### src/hw/rtl/assert_macros.svh
// Assertion macros for the RTL of the airspeed factor block.
`ifndef ASSERT_MACROS_SVH
`define ASSERT_MACROS_SVH

// Check that cons holds in the same cycle as ante.
`define ASSERT_IMP(name, clk, rst, ante, cons) \
   name: assert property (@(posedge clk) disable iff (rst) (ante) |-> (cons)) \
      else $error("%m: implication check failed");

// Check that cons holds in the cycle after ante.
`define ASSERT_NEXT(name, clk, rst, ante, cons) \
   name: assert property (@(posedge clk) disable iff (rst) (ante) |=> (cons)) \
      else $error("%m: next-cycle check failed");

`endif

### src/hw/rtl/eas_tas_pkg.sv
// Package with constants and codes of the EAS to TAS factor block.
`default_nettype none

package eas_tas_pkg;

   // Width of the result and its saturated value
   localparam int FACTOR_W = 24;
   localparam logic [FACTOR_W-1:0] FACTOR_MAX = 24'hFFFFFF;

   // Quotient is kept below 2^48, so its root fits the 24-bit factor
   localparam int QUOT_W = 48;
   localparam int ROOT_STEPS = QUOT_W / 2;

   // Ratio constant 351.8935 scaled by 10000, over 10000 * 2000
   localparam int NUM_W = 22;
   localparam logic [NUM_W-1:0] RATIO_NUM = 22'd3518935;
   localparam int DEN_CONST_W = 25;
   localparam logic [DEN_CONST_W-1:0] RATIO_DEN = 25'd20000000;
   localparam int PRESSURE_W = 17;

   // Temperature held as 2000 * kelvin: 2000*tg + 546300 - 13*altitude
   localparam int TEMP_SCALE = 2000;
   localparam int TEMP_OFFSET = 546300;
   localparam int LAPSE_RATE = 13;

   localparam logic [15:0] HYSTERESIS_RESET = 16'd100;

   // Result source codes
   localparam logic [1:0] SRC_UNITY = 2'd0;
   localparam logic [1:0] SRC_CACHED = 2'd1;
   localparam logic [1:0] SRC_COMPUTED = 2'd2;
   localparam logic [1:0] SRC_SATURATED = 2'd3;

   // Sequencer states
   typedef enum logic [6:0] {
      ST_IDLE   = 7'b0000001,
      ST_CHECK  = 7'b0000010,
      ST_MUL    = 7'b0000100,
      ST_INIT   = 7'b0001000,
      ST_DIV    = 7'b0010000,
      ST_SQRT   = 7'b0100000,
      ST_FINISH = 7'b1000000
   } state_type;

endpackage

`default_nettype wire

### src/hw/rtl/airspeed_eas_to_tas_factor.sv
// EAS to TAS factor: unity, cached or zero-pressure results go from the check state straight
// to the finish state. A computed factor passes through check, multiply, divide setup, 48 divide
// steps, 24 root steps and output load on one shared subtractor; a quotient overflow ends at setup.
// One request at a time: the next is taken in the idle state after the result is loaded, and
// the finish state waits while the output register holds a result that is not being read.
// Synchronous active-high reset clears the sequencer, cache and output valid; band resets to 100.
`default_nettype none

module airspeed_eas_to_tas_factor #(
   parameter int FRACTION_BITS = 16,
   parameter int ALTITUDE_BITS = 21
) (
   input  wire                                   clock,
   input  wire                                   reset,
   // Configuration write
   input  wire                                   csr_valid,
   output logic                                  csr_ready,
   input  wire  [15:0]                           csr_altitude_hysteresis,
   // Request channel
   input  wire                                   req_valid,
   output logic                                  req_ready,
   input  wire                                   req_armed,
   input  wire                                   req_baro_present,
   input  wire  signed [ALTITUDE_BITS-1:0]       req_altitude,
   input  wire  signed [7:0]                     req_ground_temperature,
   input  wire  [eas_tas_pkg::PRESSURE_W-1:0]    req_pressure,
   // Result channel
   output logic                                  rsp_valid,
   input  wire                                   rsp_ready,
   output logic [eas_tas_pkg::FACTOR_W-1:0]      rsp_tas_factor,
   output logic [1:0]                            rsp_source
);

   localparam int FW = eas_tas_pkg::FACTOR_W;
   localparam int QW = eas_tas_pkg::QUOT_W;
   localparam int PW = eas_tas_pkg::PRESSURE_W;
   // Signed temperature sum and clamped magnitude
   localparam int TS_W = ALTITUDE_BITS + 6;
   localparam int T_W = TS_W - 1;
   localparam int A_W = T_W + eas_tas_pkg::NUM_W;
   localparam int DEN_W = PW + eas_tas_pkg::DEN_CONST_W;
   localparam int REM_W = FW + 2;
   localparam int SHIFT = QW - 2 * FRACTION_BITS;
   localparam int DIFF_W = ALTITUDE_BITS + 1;
   // Shared subtractor width covers every operand it sees
   localparam int SW0 = (A_W > DEN_W + 1) ? A_W : DEN_W + 1;
   localparam int SW = (SW0 > REM_W + 2) ? SW0 : REM_W + 2;
   localparam int CNT_W = 6;
   localparam logic [CNT_W-1:0] DIV_LAST = CNT_W'(QW - 1);
   localparam logic [CNT_W-1:0] SQRT_LAST = CNT_W'(eas_tas_pkg::ROOT_STEPS - 1);
   localparam logic [FW-1:0] UNITY =
      (FRACTION_BITS >= FW) ? eas_tas_pkg::FACTOR_MAX : FW'(1 << FRACTION_BITS);
   localparam logic signed [TS_W-1:0] K_SCALE = TS_W'(eas_tas_pkg::TEMP_SCALE);
   localparam logic signed [TS_W-1:0] K_OFFSET = TS_W'(eas_tas_pkg::TEMP_OFFSET);
   localparam logic signed [TS_W-1:0] K_LAPSE = TS_W'(eas_tas_pkg::LAPSE_RATE);

   eas_tas_pkg::state_type state_ff, state_in;

   logic [15:0]                     hyst_ff, hyst_in;
   logic [FW-1:0]                   cached_factor_ff, cached_factor_in;
   logic signed [ALTITUDE_BITS-1:0] cached_alt_ff, cached_alt_in;

   logic                            armed_ff, armed_in;
   logic                            baro_ff, baro_in;
   logic signed [ALTITUDE_BITS-1:0] alt_ff, alt_in;
   logic signed [7:0]               tg_ff, tg_in;
   logic [PW-1:0]                   p_ff, p_in;

   logic [T_W-1:0]                  t_ff, t_in;
   logic [DEN_W-1:0]                den_ff, den_in;
   logic [A_W-1:0]                  a_ff, a_in;
   logic [DEN_W-1:0]                r_ff, r_in;
   logic [QW-1:0]                   w_ff, w_in;
   logic [REM_W-1:0]                rem_ff, rem_in;
   logic [FW-1:0]                   root_ff, root_in;
   logic [CNT_W-1:0]                cnt_ff, cnt_in;
   logic [FW-1:0]                   factor_ff, factor_in;
   logic [1:0]                      source_ff, source_in;

   logic                            rsp_valid_ff, rsp_valid_in;
   logic [FW-1:0]                   rsp_factor_ff, rsp_factor_in;
   logic [1:0]                      rsp_source_ff, rsp_source_in;

   // Shared subtractor
   logic [SW-1:0]                   sub_a, sub_b;
   logic [SW:0]                     sub_diff;
   logic                            sub_ge;

   // Check-stage terms
   logic signed [DIFF_W-1:0]        alt_diff;
   logic [DIFF_W-1:0]               alt_dist;
   logic                            in_band;
   logic signed [TS_W-1:0]          t_sum;
   logic [A_W-1:0]                  a_high;
   logic [A_W+2*FRACTION_BITS-1:0]  a_cat;
   logic                            out_free;

   assign csr_ready = 1'b1;
   assign req_ready = (state_ff == eas_tas_pkg::ST_IDLE);
   assign rsp_valid = rsp_valid_ff;
   assign rsp_tas_factor = rsp_factor_ff;
   assign rsp_source = rsp_source_ff;

   // Cache band test and temperature sum
   assign alt_diff = DIFF_W'(alt_ff) - DIFF_W'(cached_alt_ff);
   assign alt_dist = alt_diff[DIFF_W-1] ? DIFF_W'(-alt_diff) : DIFF_W'(alt_diff);
   assign in_band = (alt_dist < DIFF_W'(hyst_ff)) && (cached_factor_ff != '0);
   assign t_sum = TS_W'(tg_ff) * K_SCALE + K_OFFSET - TS_W'(alt_ff) * K_LAPSE;

   // Divide setup: high part of the scaled dividend and its low 48 bits
   assign a_high = A_W'(a_ff >> SHIFT);
   assign a_cat = {a_ff, (2 * FRACTION_BITS)'(0)};
   assign out_free = !rsp_valid_ff || rsp_ready;

   // Select subtractor operands by step
   always_comb begin
      sub_a = SW'(a_high);
      sub_b = SW'(den_ff);
      if (state_ff == eas_tas_pkg::ST_DIV) begin
         sub_a = SW'({r_ff, w_ff[QW-1]});
         sub_b = SW'(den_ff);
      end else if (state_ff == eas_tas_pkg::ST_SQRT) begin
         sub_a = SW'({rem_ff, w_ff[QW-1:QW-2]});
         sub_b = SW'({root_ff, 2'b01});
      end
   end

   assign sub_diff = {1'b0, sub_a} - {1'b0, sub_b};
   assign sub_ge = ~sub_diff[SW];

   // Sequencer
   always_comb begin
      state_in = state_ff;
      hyst_in = hyst_ff;
      cached_factor_in = cached_factor_ff;
      cached_alt_in = cached_alt_ff;
      armed_in = armed_ff;
      baro_in = baro_ff;
      alt_in = alt_ff;
      tg_in = tg_ff;
      p_in = p_ff;
      t_in = t_ff;
      den_in = den_ff;
      a_in = a_ff;
      r_in = r_ff;
      w_in = w_ff;
      rem_in = rem_ff;
      root_in = root_ff;
      cnt_in = cnt_ff;
      factor_in = factor_ff;
      source_in = source_ff;
      rsp_valid_in = rsp_valid_ff && !rsp_ready;
      rsp_factor_in = rsp_factor_ff;
      rsp_source_in = rsp_source_ff;

      if (csr_valid) begin
         hyst_in = csr_altitude_hysteresis;
      end

      unique case (state_ff)
         eas_tas_pkg::ST_IDLE: begin
            // Capture the request
            if (req_valid) begin
               armed_in = req_armed;
               baro_in = req_baro_present;
               alt_in = req_altitude;
               tg_in = req_ground_temperature;
               p_in = req_pressure;
               state_in = eas_tas_pkg::ST_CHECK;
            end
         end
         eas_tas_pkg::ST_CHECK: begin
            // Pick unity, cached or a fresh computation
            t_in = t_sum[TS_W-1] ? '0 : T_W'(t_sum);
            den_in = DEN_W'(p_ff) * DEN_W'(eas_tas_pkg::RATIO_DEN);
            if (!armed_ff || !baro_ff) begin
               factor_in = UNITY;
               source_in = eas_tas_pkg::SRC_UNITY;
               state_in = eas_tas_pkg::ST_FINISH;
            end else if (in_band) begin
               factor_in = cached_factor_ff;
               source_in = eas_tas_pkg::SRC_CACHED;
               state_in = eas_tas_pkg::ST_FINISH;
            end else if (p_ff == '0) begin
               factor_in = eas_tas_pkg::FACTOR_MAX;
               source_in = eas_tas_pkg::SRC_SATURATED;
               state_in = eas_tas_pkg::ST_FINISH;
            end else begin
               state_in = eas_tas_pkg::ST_MUL;
            end
         end
         eas_tas_pkg::ST_MUL: begin
            a_in = A_W'(t_ff) * A_W'(eas_tas_pkg::RATIO_NUM);
            state_in = eas_tas_pkg::ST_INIT;
         end
         eas_tas_pkg::ST_INIT: begin
            // Saturate when the quotient would reach 2^48
            if (sub_ge) begin
               factor_in = eas_tas_pkg::FACTOR_MAX;
               source_in = eas_tas_pkg::SRC_SATURATED;
               state_in = eas_tas_pkg::ST_FINISH;
            end else begin
               r_in = DEN_W'(a_high);
               w_in = a_cat[QW-1:0];
               cnt_in = '0;
               state_in = eas_tas_pkg::ST_DIV;
            end
         end
         eas_tas_pkg::ST_DIV: begin
            // One restoring divide step; quotient bits shift in from the right
            r_in = sub_ge ? DEN_W'(sub_diff) : DEN_W'(sub_a);
            w_in = {w_ff[QW-2:0], sub_ge};
            cnt_in = cnt_ff + 1'b1;
            if (cnt_ff == DIV_LAST) begin
               cnt_in = '0;
               rem_in = '0;
               root_in = '0;
               state_in = eas_tas_pkg::ST_SQRT;
            end
         end
         eas_tas_pkg::ST_SQRT: begin
            // One root digit from two quotient bits
            rem_in = sub_ge ? REM_W'(sub_diff) : REM_W'(sub_a);
            root_in = {root_ff[FW-2:0], sub_ge};
            w_in = {w_ff[QW-3:0], 2'b00};
            cnt_in = cnt_ff + 1'b1;
            if (cnt_ff == SQRT_LAST) begin
               factor_in = {root_ff[FW-2:0], sub_ge};
               source_in = eas_tas_pkg::SRC_COMPUTED;
               state_in = eas_tas_pkg::ST_FINISH;
            end
         end
         eas_tas_pkg::ST_FINISH: begin
            // Load the output register and refresh the cache on a computed or saturated result
            if (out_free) begin
               rsp_valid_in = 1'b1;
               rsp_factor_in = factor_ff;
               rsp_source_in = source_ff;
               if (source_ff == eas_tas_pkg::SRC_COMPUTED ||
                   source_ff == eas_tas_pkg::SRC_SATURATED) begin
                  cached_factor_in = factor_ff;
                  cached_alt_in = alt_ff;
               end
               state_in = eas_tas_pkg::ST_IDLE;
            end
         end
         default: begin
            state_in = eas_tas_pkg::ST_IDLE;
         end
      endcase
   end

   // Control and cache registers
   always_ff @(posedge clock) begin
      if (reset) begin
         state_ff <= eas_tas_pkg::ST_IDLE;
         hyst_ff <= eas_tas_pkg::HYSTERESIS_RESET;
         cached_factor_ff <= '0;
         cached_alt_ff <= '0;
         rsp_valid_ff <= 1'b0;
      end else begin
         state_ff <= state_in;
         hyst_ff <= hyst_in;
         cached_factor_ff <= cached_factor_in;
         cached_alt_ff <= cached_alt_in;
         rsp_valid_ff <= rsp_valid_in;
      end
   end

   // Payload and datapath registers
   always_ff @(posedge clock) begin
      armed_ff <= armed_in;
      baro_ff <= baro_in;
      alt_ff <= alt_in;
      tg_ff <= tg_in;
      p_ff <= p_in;
      t_ff <= t_in;
      den_ff <= den_in;
      a_ff <= a_in;
      r_ff <= r_in;
      w_ff <= w_in;
      rem_ff <= rem_in;
      root_ff <= root_in;
      cnt_ff <= cnt_in;
      factor_ff <= factor_in;
      source_ff <= source_in;
      rsp_factor_ff <= rsp_factor_in;
      rsp_source_ff <= rsp_source_in;
   end

`include "assert_macros.svh"

   `ASSERT_IMP(a_sat_is_max, clock, reset,
      rsp_valid_ff && (rsp_source_ff == eas_tas_pkg::SRC_SATURATED),
      rsp_factor_ff == eas_tas_pkg::FACTOR_MAX)
   `ASSERT_IMP(a_cached_matches, clock, reset,
      rsp_valid_ff && (rsp_source_ff == eas_tas_pkg::SRC_CACHED),
      (rsp_factor_ff == cached_factor_ff) && (cached_factor_ff != '0))
   `ASSERT_NEXT(a_busy_after_req, clock, reset, req_valid && req_ready, !req_ready)
   `ASSERT_IMP(a_div_count, clock, reset,
      state_ff == eas_tas_pkg::ST_DIV, cnt_ff <= DIV_LAST)

endmodule

`default_nettype wire

### config.mk
export PLATFORM = sky130hd
export DESIGN_NAME = airspeed_eas_to_tas_factor
export DESIGN_NICKNAME = d
export VERILOG_FILES = /design/src/hw/rtl/eas_tas_pkg.sv /design/src/hw/rtl/airspeed_eas_to_tas_factor.sv
export VERILOG_INCLUDE_DIRS = /design/src /design/src/hw/rtl
export SDC_FILE = /design/constraint.sdc
export NUM_CORES = 2
export LEC_CHECK = 0
export BUFFER_PORTS_ARGS = -buffer_cell sky130_fd_sc_hd__buf_4
export CAP_MARGIN = 20
export CELL_PAD_IN_SITES_DETAIL_PLACEMENT = 2
export CELL_PAD_IN_SITES_GLOBAL_PLACEMENT = 2
export CORE_ASPECT_RATIO = 1.1
export CORE_MARGIN = 2
export CORE_UTILIZATION = 35
export CTS_CLUSTER_SIZE = 8
export DETAILED_ROUTE_END_ITERATION = 7
export HOLD_SLACK_MARGIN = 0.15
export MAX_ROUTING_LAYER = met4
export PLACE_DENSITY = 0.72
export SLEW_MARGIN = 20
export SYNTH_ARGS = -nofsm -noshare
export SYNTH_HDL_FRONTEND = slang
export SYNTH_SLANG_ARGS = --single-unit
### constraint.sdc
create_clock -name clock -period 25.9 [get_ports clock]
set_input_delay 2.59 -clock clock [delete_from_list [all_inputs] [get_ports clock]]
set_output_delay 2.59 -clock clock [all_outputs]
set_load 0.02 [all_outputs]
==> Word level (Yosys, flattened, before mapping) <==
Cells that the tools add are included.
{ "classes": {"reduce_logical": 23, "n_lt_le_gt_ge": 1, "bitwise_logic": 1, "eq_ne": 18, "addsub": 6, "mul": 4, "muxes": 41} }
{ "op_table": {"columns": ["operator", "count"], "rows": [
  ["$mux W42", 4],
  ["$mux W24", 6],
  ["$pmux W48 S3", 1],
  ["$mux W48", 2],
  ["$pmux W42 S2", 1],
  ["$pmux W24 S3", 1],
  ["$mux W7", 8],
  ["$mux W26", 2],
  ["$pmux W26 S2", 1],
  ["$pmux W7 S7", 1],
  ["$sub A48 B48 Y49", 1],
  ["$mul A26 B22 Y48 const B", 1],
  ["$pmux W24 S2", 1],
  ["$mul A17 B17 Y34 const B", 1],
  ["$mux W32", 1],
  ["$sub A22 B26 Y27", 1],
  ["$mul A21 B5 Y26 const B", 1],
  ["$reduce_bool A24 Y1", 1],
  ["$add A20 B21 Y22 const B", 1],
  ["$lt A22 B16 Y1", 1],
  ["$mux W22", 1],
  ["$neg A22 Y22", 1],
  ["$sub A21 B21 Y22", 1],
  ["$pmux W6 S3", 1],
  ["other kinds (29)", 53]
]} }
{ "word_totals": {"reg_bits": 423, "output_inout_bits": 29, "word_cells": 116, "input_bits": 69} }

==> Logic depth before layout (Yosys ltp) <==
{ "logic_depth": {"ltp_word": 8, "mapped_depth": 36, "depth_no_buf": 36} }

==> Worst setup path before layout <==
Ideal clock, no wire load.
{ "synth_path": {"path_kind": "register -> register", "from": "reg tg_ff[2]", "to": "reg t_ff[16], data pin", "setup_ns": 0.266, "path_buffers": 1, "setup_slack_ns": 17.633, "stages_incl_launch_ff": 37, "arrival_time_ns": 8.001, "path_cell_list": "edfxtp_1 inv_1 fa_1 inv_1 ha_1 inv_1 fa_1 fa_1 inv_1 ha_1 a21oi_1 o21bai_1 a21oi_1 nor2b_1 o21a_1 o21ai_0 nand2b_1 a21oi_1 nor2b_1 o31ai_1 xor2_1 fa_1 inv_1 fa_1 inv_1 fa_1 inv_1 ha_1 o21a_1 or2_2 and3_1 a22o_1 o21ai_0 nand4_1 o21ai_1 clkbuf_1 nor2_1"} }
{ "synth_between": {"elab_chain_len": 3} }
{ "synth_lines": {"columns": ["element", "line", "rtl"], "rows": [
  ["start: declaration", "airspeed_eas_to_tas_factor.sv:66", "logic signed [7:0] tg_ff, tg_in;"],
  ["start signal: assignment", "airspeed_eas_to_tas_factor.sv:275", "tg_ff <= tg_in;"],
  ["$mul A8 B8 Y16", "airspeed_eas_to_tas_factor.sv:108", "assign t_sum = TS_W'(tg_ff) * K_SCALE + K_OFFSET - TS_W'(alt_ff) * K_LAPSE;"],
  ["$add A20 B21 Y22", "airspeed_eas_to_tas_factor.sv:108", null],
  ["$sub A22 B26 Y27", "airspeed_eas_to_tas_factor.sv:108", null],
  ["end signal: assignment", "airspeed_eas_to_tas_factor.sv:277", "t_ff <= t_in;"],
  ["end: declaration", "airspeed_eas_to_tas_factor.sv:69", "logic [T_W-1:0] t_ff, t_in;"]
]} }
Every way passes these cells.
A chain may end at the register's enable or synchronous reset.

==> Worst setup path in the final report <==
{ "layout_path": {"from": "reg tg_ff[2]", "to": "reg t_ff[23], data pin"} }
Same word-level chain as after synthesis.

==> results.sh <==
export IMPL_status="completed"
export IMPL_dieArea_sq_um=122000
export IMPL_critPathRequiredTime_ns=26.29
export IMPL_cap_violations=0
export IMPL_clockBufferDepth=3
export IMPL_cts_clk_slew_worst_paths_ns=0.06
export IMPL_ctsHoldBuffers=0
export IMPL_wl_per_cell_um=21.6
export IMPL_worstHoldPathType="register to register"
export IMPL_synthCells=4093
export IMPL_fin_ws_ns=16.93
export IMPL_period_share=0.347
export IMPL_fin_nets=5259
export IMPL_worstMarginPinSlew_ns=1.04
export IMPL_drtAntennaViolNets=0
export IMPL_area_growth_pct=10.6
export IMPL_yosysTopAreaCell="edfxtp_1"
export IMPL_grt_total_usage=0.214
export IMPL_synthAdderAreaFrac=0.374
export IMPL_clkSinkCount=423
export IMPL_grt_max_degree=64
export IMPL_synth_top_family_by_area="adder cells"
export IMPL_avgSynthCellArea_sq_um=10.2
export IMPL_remaining_drc_errors=0
export IMPL_ys_async_sr_fraction=0
export IMPL_clock_skew_ns=0.0734
export IMPL_ys_types=93
export IMPL_dr_pass1_iters=4
export IMPL_rsz0062_at_grt="false"
export IMPL_hold_path_depth=0
export IMPL_synth_ff_type="edfxtp_1"
export IMPL_htree_num_levels=2
export IMPL_drive_above_1_share=0.0597
export IMPL_cts_setup_buffers=0
export IMPL_io_pins=98
export IMPL_die_x_um=333
export IMPL_grt_pass1_vias=34361
export IMPL_arrival_ns=9.37
export IMPL_dr_total_vias=29772
export IMPL_yosysTopAreaCellShare=0.256
export IMPL_synth_seq_cells=423
export IMPL_place_ws_ns=16.65
export IMPL_yosys_warnings=0
export IMPL_place_congestion=0.885
export IMPL_final_min_clock_period_ns=8.97
export IMPL_cts_tree="yes"
export IMPL_first_iter_violations=1214
export IMPL_yosysSeqAreaShare=0.289
export IMPL_place_hpwl_um=102000
export IMPL_fin_setup_tns_ns=0
export IMPL_die_h_um=365
export IMPL_antenna_found_initial=6
export IMPL_cts_resized=0
export IMPL_synth_common_cells="inv_1 (822), ha_1 (589), fa_1 (408)"
export IMPL_synthSimpleGateAreaFrac=0.0942
export IMPL_grt_overflow=0
export IMPL_synth_area_top_cells="edfxtp_1 (26%), fa_1 (20%), ha_1 (18%), inv_1 (7.4%), nand2_1 (3.4%)"
export IMPL_synth_enable_flop_cells=354
export IMPL_critical_path_slowest_cell="fa_1"
export IMPL_via_per_inst=5.15
export IMPL_final_util=0.390
export IMPL_cp_start_kind="register"
export IMPL_cp_max_fo=26
export IMPL_synth_fp_nets=5159
export IMPL_synthXorXnorAreaFrac=0.0365
export IMPL_hold_viol=0
export IMPL_numPortBuffers=96
export IMPL_whs_ns=0.425
export IMPL_synth_compound_area_frac=0.115
export IMPL_max_freq_mhz=111
export IMPL_synthMuxAreaShare=0.00849
export IMPL_clk_latency_ns=0.71
export IMPL_cp_end_kind="register"
export IMPL_cts_root_buf="clkbuf_16"
export IMPL_relSlewSlack=0.304
export IMPL_syn_cell_area_sq_um=41600
export IMPL_routed_wl_um=125000
export IMPL_numCtsBuffers=61
export IMPL_cpPeakStageDelay_ns=0.55
export IMPL_reg2reg_depth=36
export IMPL_drv_slew=0
export IMPL_num_rows=132
export IMPL_critical_path_class="register to register"
export IMPL_coreArea_sq_um=118000
export IMPL_cpMostUsedCell="inv_1"
export IMPL_setup_violations=0
export IMPL_yosysMostFrequentCell="inv_1"
export IMPL_grt_pass1_wl_um=196000
export IMPL_initial_core_util=0.353
-- per-stage QoR --
stage	area, sq um	std cells
floorplan	41600	4093
global placement	44100	5671
detailed placement	44100	5671
CTS	45900	5776
global route	46000	5779
finish	46000	5779
-- cell type report --
cell class	instances	area [sq um]
Fill cell	12602	71800
Tap cell	1541	1930
Sequential cell	423	12000
Clock buffer	97	1680
Clock inverter	8	165
Timing Repair Buffer	120	901
Multi-Input combinational cell	2764	26200
Antenna cell	3	7.51
Inverter	823	3090
-- path summary, 6_finish.rpt --
kind | start | slack, ns | to
setup / recovery | tg_ff[2] | 16.93 | t_ff[23]
hold / removal | source_ff[0] | 0.43 | rsp_source[0]
setup reg to reg | tg_ff[2] | 16.93 | t_ff[23]
hold reg to reg | source_ff[0] | 0.43 | rsp_source[0]
-- registers in the layout (all words and copies together) (netlist names), 2 cells and up --
signal            flops
a_ff                 48
w_ff                 48
r_ff                 42
den_ff               34
rem_ff               26
t_ff                 26
cached_factor_ff     24
factor_ff            24
root_ff              24
rsp_tas_factor       24
alt_ff               21
cached_alt_ff        21
p_ff                 17
hyst_ff              16
tg_ff                 8
state_ff              7
cnt_ff                6
rsp_source            2
source_ff             2
-- cells in the final DEF (no fill, tap or decap), types with 11 or more instances in the layout --
cell type and instances:
nand3_1 34, nor3_1 36, o21a_1 23, a21o_1 73, nand2b_1 28, nand2_1 374, a22oi_1 50, nor2b_1 24
xor2_1 62, o21ai_0 99, dfxtp_1 69, clkbuf_16 61, buf_4 120, clkbuf_1 34, nor2_1 178, or3_1 20
a22o_1 36, fa_1 408, o21bai_1 24, a31oi_1 17, a21oi_1 240, mux2i_1 33, xnor2_1 111, and2_1 42
and3_1 15, or2_2 12, nor4_1 11, a211oi_1 22, ha_1 589, inv_1 821, o211ai_1 12, edfxtp_1 354
nand4_1 21, a211o_1 11
-- layer usage --
metal / up-vias / wire, um / global-route usage
met2: 374 / 65400 / 0.390
met3: 182 / 3360 / 0.0234
met1: 15349 / 52600 / 0.248
li1: 13867 / - / -
met5: - / 0 / -
met4: 0 / 3640 / 0.0651
-- kinds of logic (layout without fill, tap and decap cells) --
group / after synthesis / count (layout)
other: 1 / 4
adder cells (fa/ha/maj): 997 / 997
buffers and inverters: 906 / 1048
flip-flops: 423 / 423
AO/OA/AOI/OAI: 713 / 713
XOR/XNOR: 173 / 173
AND/OR/NAND/NOR: 845 / 845
multiplexers: 35 / 35
-- critical path: cells and delay by family (launching register included) --
kind / cells / cell delay (ns)
buffers and inverters: 7 / 0.38
DFF: 1 / 0.50
and+or+nand+nor: 7 / 1.08
AOI/OAI and AO/OA: 12 / 2.50
adders and majority gates: 9 / 4.04
xor gates and xnor gates: 1 / 0.23
Power is left out: the tool's default activity adds up to more than one toggle a clock period on the data nets, which glitch-free logic cannot reach.
